**src/rtl/sbpf_pkg.sv**
```systemverilog
`timescale 1ns / 1ps
// Shared types and constants of the stereo biquad filter core.
// Depends on nothing; used by the interface users, the memory, the top level and the checker.
package sbpf_pkg;

  localparam int unsigned CHANNELS_DEF = 2;
  localparam int unsigned SAMPLE_W     = 16;
  localparam int unsigned COEF_W       = 32;
  localparam int unsigned Y_W          = 32;
  localparam int unsigned FRAC_Y       = 8;
  localparam int unsigned RND_SHIFT    = 16;
  localparam int unsigned CFG_IDX_W    = 3;
  localparam int unsigned FF_W         = COEF_W + SAMPLE_W;
  localparam int unsigned FB_W         = COEF_W + Y_W - FRAC_Y;
  localparam int unsigned ACC_W        = FB_W + 2;
  localparam int unsigned YPRE_W       = ACC_W - RND_SHIFT;
  localparam int unsigned CLAMP_W      = SAMPLE_W + FRAC_Y;

  localparam logic signed [ACC_W-1:0]  RND_HALF = ACC_W'(1) <<< (RND_SHIFT - 1);
  localparam logic signed [YPRE_W-1:0] Y_MAX    = (YPRE_W'(1) <<< (Y_W - 1)) - YPRE_W'(1);
  localparam logic signed [YPRE_W-1:0] Y_MIN    = -(YPRE_W'(1) <<< (Y_W - 1));
  localparam logic signed [YPRE_W-1:0] CL_MAX   = YPRE_W'(32767 * 256);
  localparam logic signed [YPRE_W-1:0] CL_MIN   = YPRE_W'(-32768 * 256);

  typedef enum logic [CFG_IDX_W-1:0] {
    CFG_ENABLE = 3'd0,
    CFG_B0     = 3'd1,
    CFG_B1     = 3'd2,
    CFG_B2     = 3'd3,
    CFG_A1     = 3'd4,
    CFG_A2     = 3'd5
  } cfg_idx_e;

  typedef struct packed {
    logic                       channel;
    logic signed [SAMPLE_W-1:0] sample_in;
    logic                       last_in_buffer;
  } in_item_t;

  typedef struct packed {
    logic                       channel_out;
    logic signed [SAMPLE_W-1:0] sample_out;
    logic                       last_out;
  } out_item_t;

  typedef struct packed {
    logic signed [SAMPLE_W-1:0] x1;
    logic signed [SAMPLE_W-1:0] x2;
    logic signed [Y_W-1:0]      y1;
    logic signed [Y_W-1:0]      y2;
  } hist_t;

  typedef struct packed {
    logic rd_en;
    logic we;
  } mem_ctl_t;

endpackage

```
**src/rtl/sbpf_hist_mem.sv**
```systemverilog
`timescale 1ns / 1ps
// Per-channel history memory: one synchronous write port, one registered read port.
// Depends on sbpf_pkg; entries never written since reset read as zero.
module sbpf_hist_mem #(
  parameter int unsigned DEPTH = sbpf_pkg::CHANNELS_DEF,
  parameter int unsigned AW    = (DEPTH > 1) ? $clog2(DEPTH) : 1
) (
  input  logic             clk_i,
  input  logic             rst_ni,
  input  sbpf_pkg::mem_ctl_t ctl_i,
  input  logic [AW-1:0]    rd_addr_i,
  input  logic [AW-1:0]    wr_addr_i,
  input  sbpf_pkg::hist_t  wr_data_i,
  output sbpf_pkg::hist_t  rd_data_o
);
  import sbpf_pkg::*;

  hist_t            mem_q [DEPTH];
  logic [DEPTH-1:0] vld_q;
  hist_t            rd_q;
  logic             rd_vld_q;

  always_ff @(posedge clk_i) begin
    if (ctl_i.we) begin
      mem_q[wr_addr_i] <= wr_data_i;
    end
    if (ctl_i.rd_en) begin
      rd_q <= mem_q[rd_addr_i];
    end
  end

  always_ff @(posedge clk_i or negedge rst_ni) begin
    if (!rst_ni) begin
      vld_q    <= '0;
      rd_vld_q <= 1'b0;
    end else begin
      if (ctl_i.we) begin
        vld_q[wr_addr_i] <= 1'b1;
      end
      if (ctl_i.rd_en) begin
        rd_vld_q <= vld_q[rd_addr_i];
      end
    end
  end

  assign rd_data_o = rd_vld_q ? rd_q : '0;

endmodule

```
**config.mk**
```make
export PLATFORM = sky130hd
export DESIGN_NAME = sbpf_hist_mem
export DESIGN_NICKNAME = d
export VERILOG_FILES = /design/src/rtl/sbpf_pkg.sv /design/src/rtl/sbpf_hist_mem.sv
export SDC_FILE = /design/constraint.sdc
export NUM_CORES = 1
export LEC_CHECK = 0
export ABC_AREA = 1
export BUFFER_PORTS_ARGS = -buffer_cell sky130_fd_sc_hd__buf_4
export CAP_MARGIN = 10
export CORE_ASPECT_RATIO = 1.4
export CORE_MARGIN = 2
export CORE_UTILIZATION = 55
export DETAILED_ROUTE_END_ITERATION = 6
export GPL_TIMING_DRIVEN = 0
export PLACE_DENSITY = 0.84
export SYNTH_ARGS = -nofsm -noshare
export SYNTH_HDL_FRONTEND = slang
export SYNTH_SLANG_ARGS = --single-unit
```
**constraint.sdc**
```tcl
create_clock -name clk_i -period 1.3 [get_ports clk_i]
set_input_delay 0.26 -clock clk_i [delete_from_list [all_inputs] [get_ports clk_i]]
set_output_delay 0.26 -clock clk_i [all_outputs]
set_load 0.05 [all_outputs]
```
==> metrics <==
status finished, violations left; failing checks negative setup slack; DIE WIDTH 122.4 um; crit path kind flop to output port; Tcrit/Tclk final 146.5%; layout cells sized above 1 41.24%; final worst slack -0.6039 ns; most frequent cells in the layout nand2_1 (294), edfxtp_1 (288), buf_4 (106), dlygate4sd3_1 (98), buf_8 (95); Worst EP required between 1 and 1.5 ns; cell count of the worst reg-to-reg path 6; max cap viols 0; Internal Pwr Total 17,230 uW; gr usage total 25.34%; Setup Viol. Count Final 96; final instance area 16,470 sq um; GR Overflow Total 0; worst-path cell chain buf_6 -> buf_12 -> clkbuf_16 -> nand2_4 -> inv_2 -> buf_8; die height roughly 170 um; synth unique cells 11; Num CTS Buffers 26; CP Max Fanout 6; DRT Pass-1 Iters 5; CP max-delay cell dfrtp_1; minimum clock period about 1.9 ns; worst rel slew slack ~54%; Critical Path AT 1.64 ns; Clk pwr share 34.2%; Clock Sinks 291; switching share of power between 20% and 30%; sequential-to-total area share from yosys stat 80.82%; nets@finish between 1,000 and 1,500; Fmax achieved 0.5252 GHz; worst r2r dst rd_vld_q; Final GP Congestion 0.8010; max incr delay on CP ~0.35 ns; dpl hpwl 13,520 um; Longest Clk Path Bufs 3; Setup crit start kind flop; vias in the first global route 7,696; Power Dens Cells roughly 1400 nW/um^2; post-DR wirelength/cell a little over 20 um; Hold Crit Class input pin to flop; Critical R2R Launch rd_vld_q; Vias/cell around 5.2; largest net degree at the start of global routing 99; Cells after Synth 818; WHS 0.05501 ns; Netlist Area Pre-Place approximately 11,000 sq um; area grow syn2layout 52.60%; Worst Max-Slew Pin Slew around 0.69 ns; RSZ-0062 raised after global routing yes; final wirelength 29,660 um; Clock Skews between 0.01 and 0.015 ns; port bufs 196; syn avg cell area 13.20 sq um; Mapped Nets 920; fillers 793; Post-Place Cell Area 12,750 sq um; NetSw 5865 uW; dpl cells 1,267; worst vdd ir 1325 uV; Rows 60; Worst-Skew Late Latency between 0.5 and 0.6 ns; CP startpoint rd_vld_q; root buffer cell clkbuf_16; endpoint type of the worst setup path output port; DR vias 7,393; Fin. Hold Viols 0; DRT iter0 DRCs approximately 510; total power 23,090 uW; Static Leakage 0.007206 uW; Comb pwr share 16.5%; core footprint 19,220 sq um; first-pass GRT wire length around 40,000 um; Fin Setup TNS -53.45 ns; initial antenna violation count 3; Finished Layout Cells 1,432; Slew Viols, Final 0; commonest non-fill, non-tap cell in the layout nand2_1; IO Pins a little under 200; initial core utilization 56.17%; Synth warnings 0; die area 20,780 sq um; hold_sp ctl_i[0]; sequential fraction of design power 49.3%; synthesized flop and latch total 291; H-Tree Depth 1; clock-pin slew of the registers on the worst-case setup and hold paths 0.06 ns; CTS tree done; R2R setup slack 0.16 ns; drt drc 0; ANT nets after route 0; crit path capture rd_data_o[59]
==> what timing repair did <==
| action | CTS | global route |
|---|---|---|
| hold buffers | 98 | 0 |
| endpoints found under the hold margin | 196 | 0 |
| resized for setup | 271 | 227 |
| pin swaps | 0 | 0 |
| cloned | 5 | 6 |
| buffers inserted | 4 | 1 |
| setup endpoints to repair | 130 | 96 |
==> flip-flops by register name (all words and copies together) (netlist names) <==
register,flops
rd_q,96
vld_q,2
rd_vld_q,1
mem_q,192
==> Yosys cell counts <==
cell type  number  share of area, %
buf_4           9              0.63
nand2_1       390                14
inv_4           1             0.058
nand3_1         1             0.046
inv_1         101               3.5
edfxtp_1      288                80
o21ai_0         1             0.046
buf_6           4              0.42
nor2_1          1             0.035
buf_2          19              0.88
dfrtp_1         3              0.70
==> worst max-delay path, delay by kind of cell, from the launching register on <==
family	cells	cell delay (ns)
simple gates	1	0.05
flops	1	0.35
buf+inv	5	0.71
==> routing by layer <==
| metal | up-vias | part of all wire [%] | track usage, % |
|---|---|---|---|
| li1 | 3345 | - | - |
| met1 | 3603 | 33 | 27.29 |
| met2 | 351 | 57 | 48.16 |
| met3 | 94 | 5.4 | 3.864 |
| met4 | 0 | 5.0 | 11.04 |
| met5 | - | 0 | 0 |
==> layout make-up <==
type / instances / area, sq um / area share [%]
Multi-Input combinational cell: 393 / 2145 / 13.02
Timing Repair inverter: 1 / 5.005 / 0.03038
Clock inverter: 11 / 111.4 / 0.6760
Clock buffer: 36 / 769.5 / 4.671
Buffer: 32 / 329.1 / 1.998
Timing Repair Buffer: 315 / 3626 / 22.01
Inverter: 102 / 445.4 / 2.704
Sequential cell: 291 / 8723 / 52.96
Antenna cell: 3 / 7.507 / 0.04558
Tap cell: 248 / 310.3 / 1.884
==> metrics by stage <==
| step | util, % | setup slack, ns |
|---|---|---|
| after floorplan | - | -0.8111 |
| after global placement | 65.82 | -1.789 |
| after detailed placement | 66.34 | -0.6629 |
| after CTS | 80.99 | -0.5985 |
| after global routing | 85.71 | -0.6398 |
| final | 85.71 | -0.6039 |
==> power by group through the flow <==
stage	Sequential (uW)	Clock (uW)	Combinational [uW]
after detailed placement	11400	0	2480
after global placement	11400	0	2390
after CTS	11300	7790	3250
final	11400	7900	3810
after floorplan	11400	0	1520
after global routing	11400	8290	3980
==> worst min-delay path by stage <==
stage / to / slack [ns] / cells past startpoint
after floorplan: rd_vld_q / -0.04 / 0
after global placement: rd_vld_q / 0.05 / 1
after detailed placement: rd_vld_q / 0.05 / 1
final: vld_q[0] / 0.06 / 3
after global routing: vld_q[0] / 0.05 / 3
after CTS: vld_q[1] / 0.01 / 3
==> kinds of logic (layout without fill, tap and decap cells) <==
family	count (synthesis)	count (layout)	synth area share [%]
other cells	0	3	0
compound gates	1	1	0.04632
buf+inv	134	497	5.494
flops	291	291	80.82
simple gates	392	392	13.64
Power figures use the tool's default switching activity.
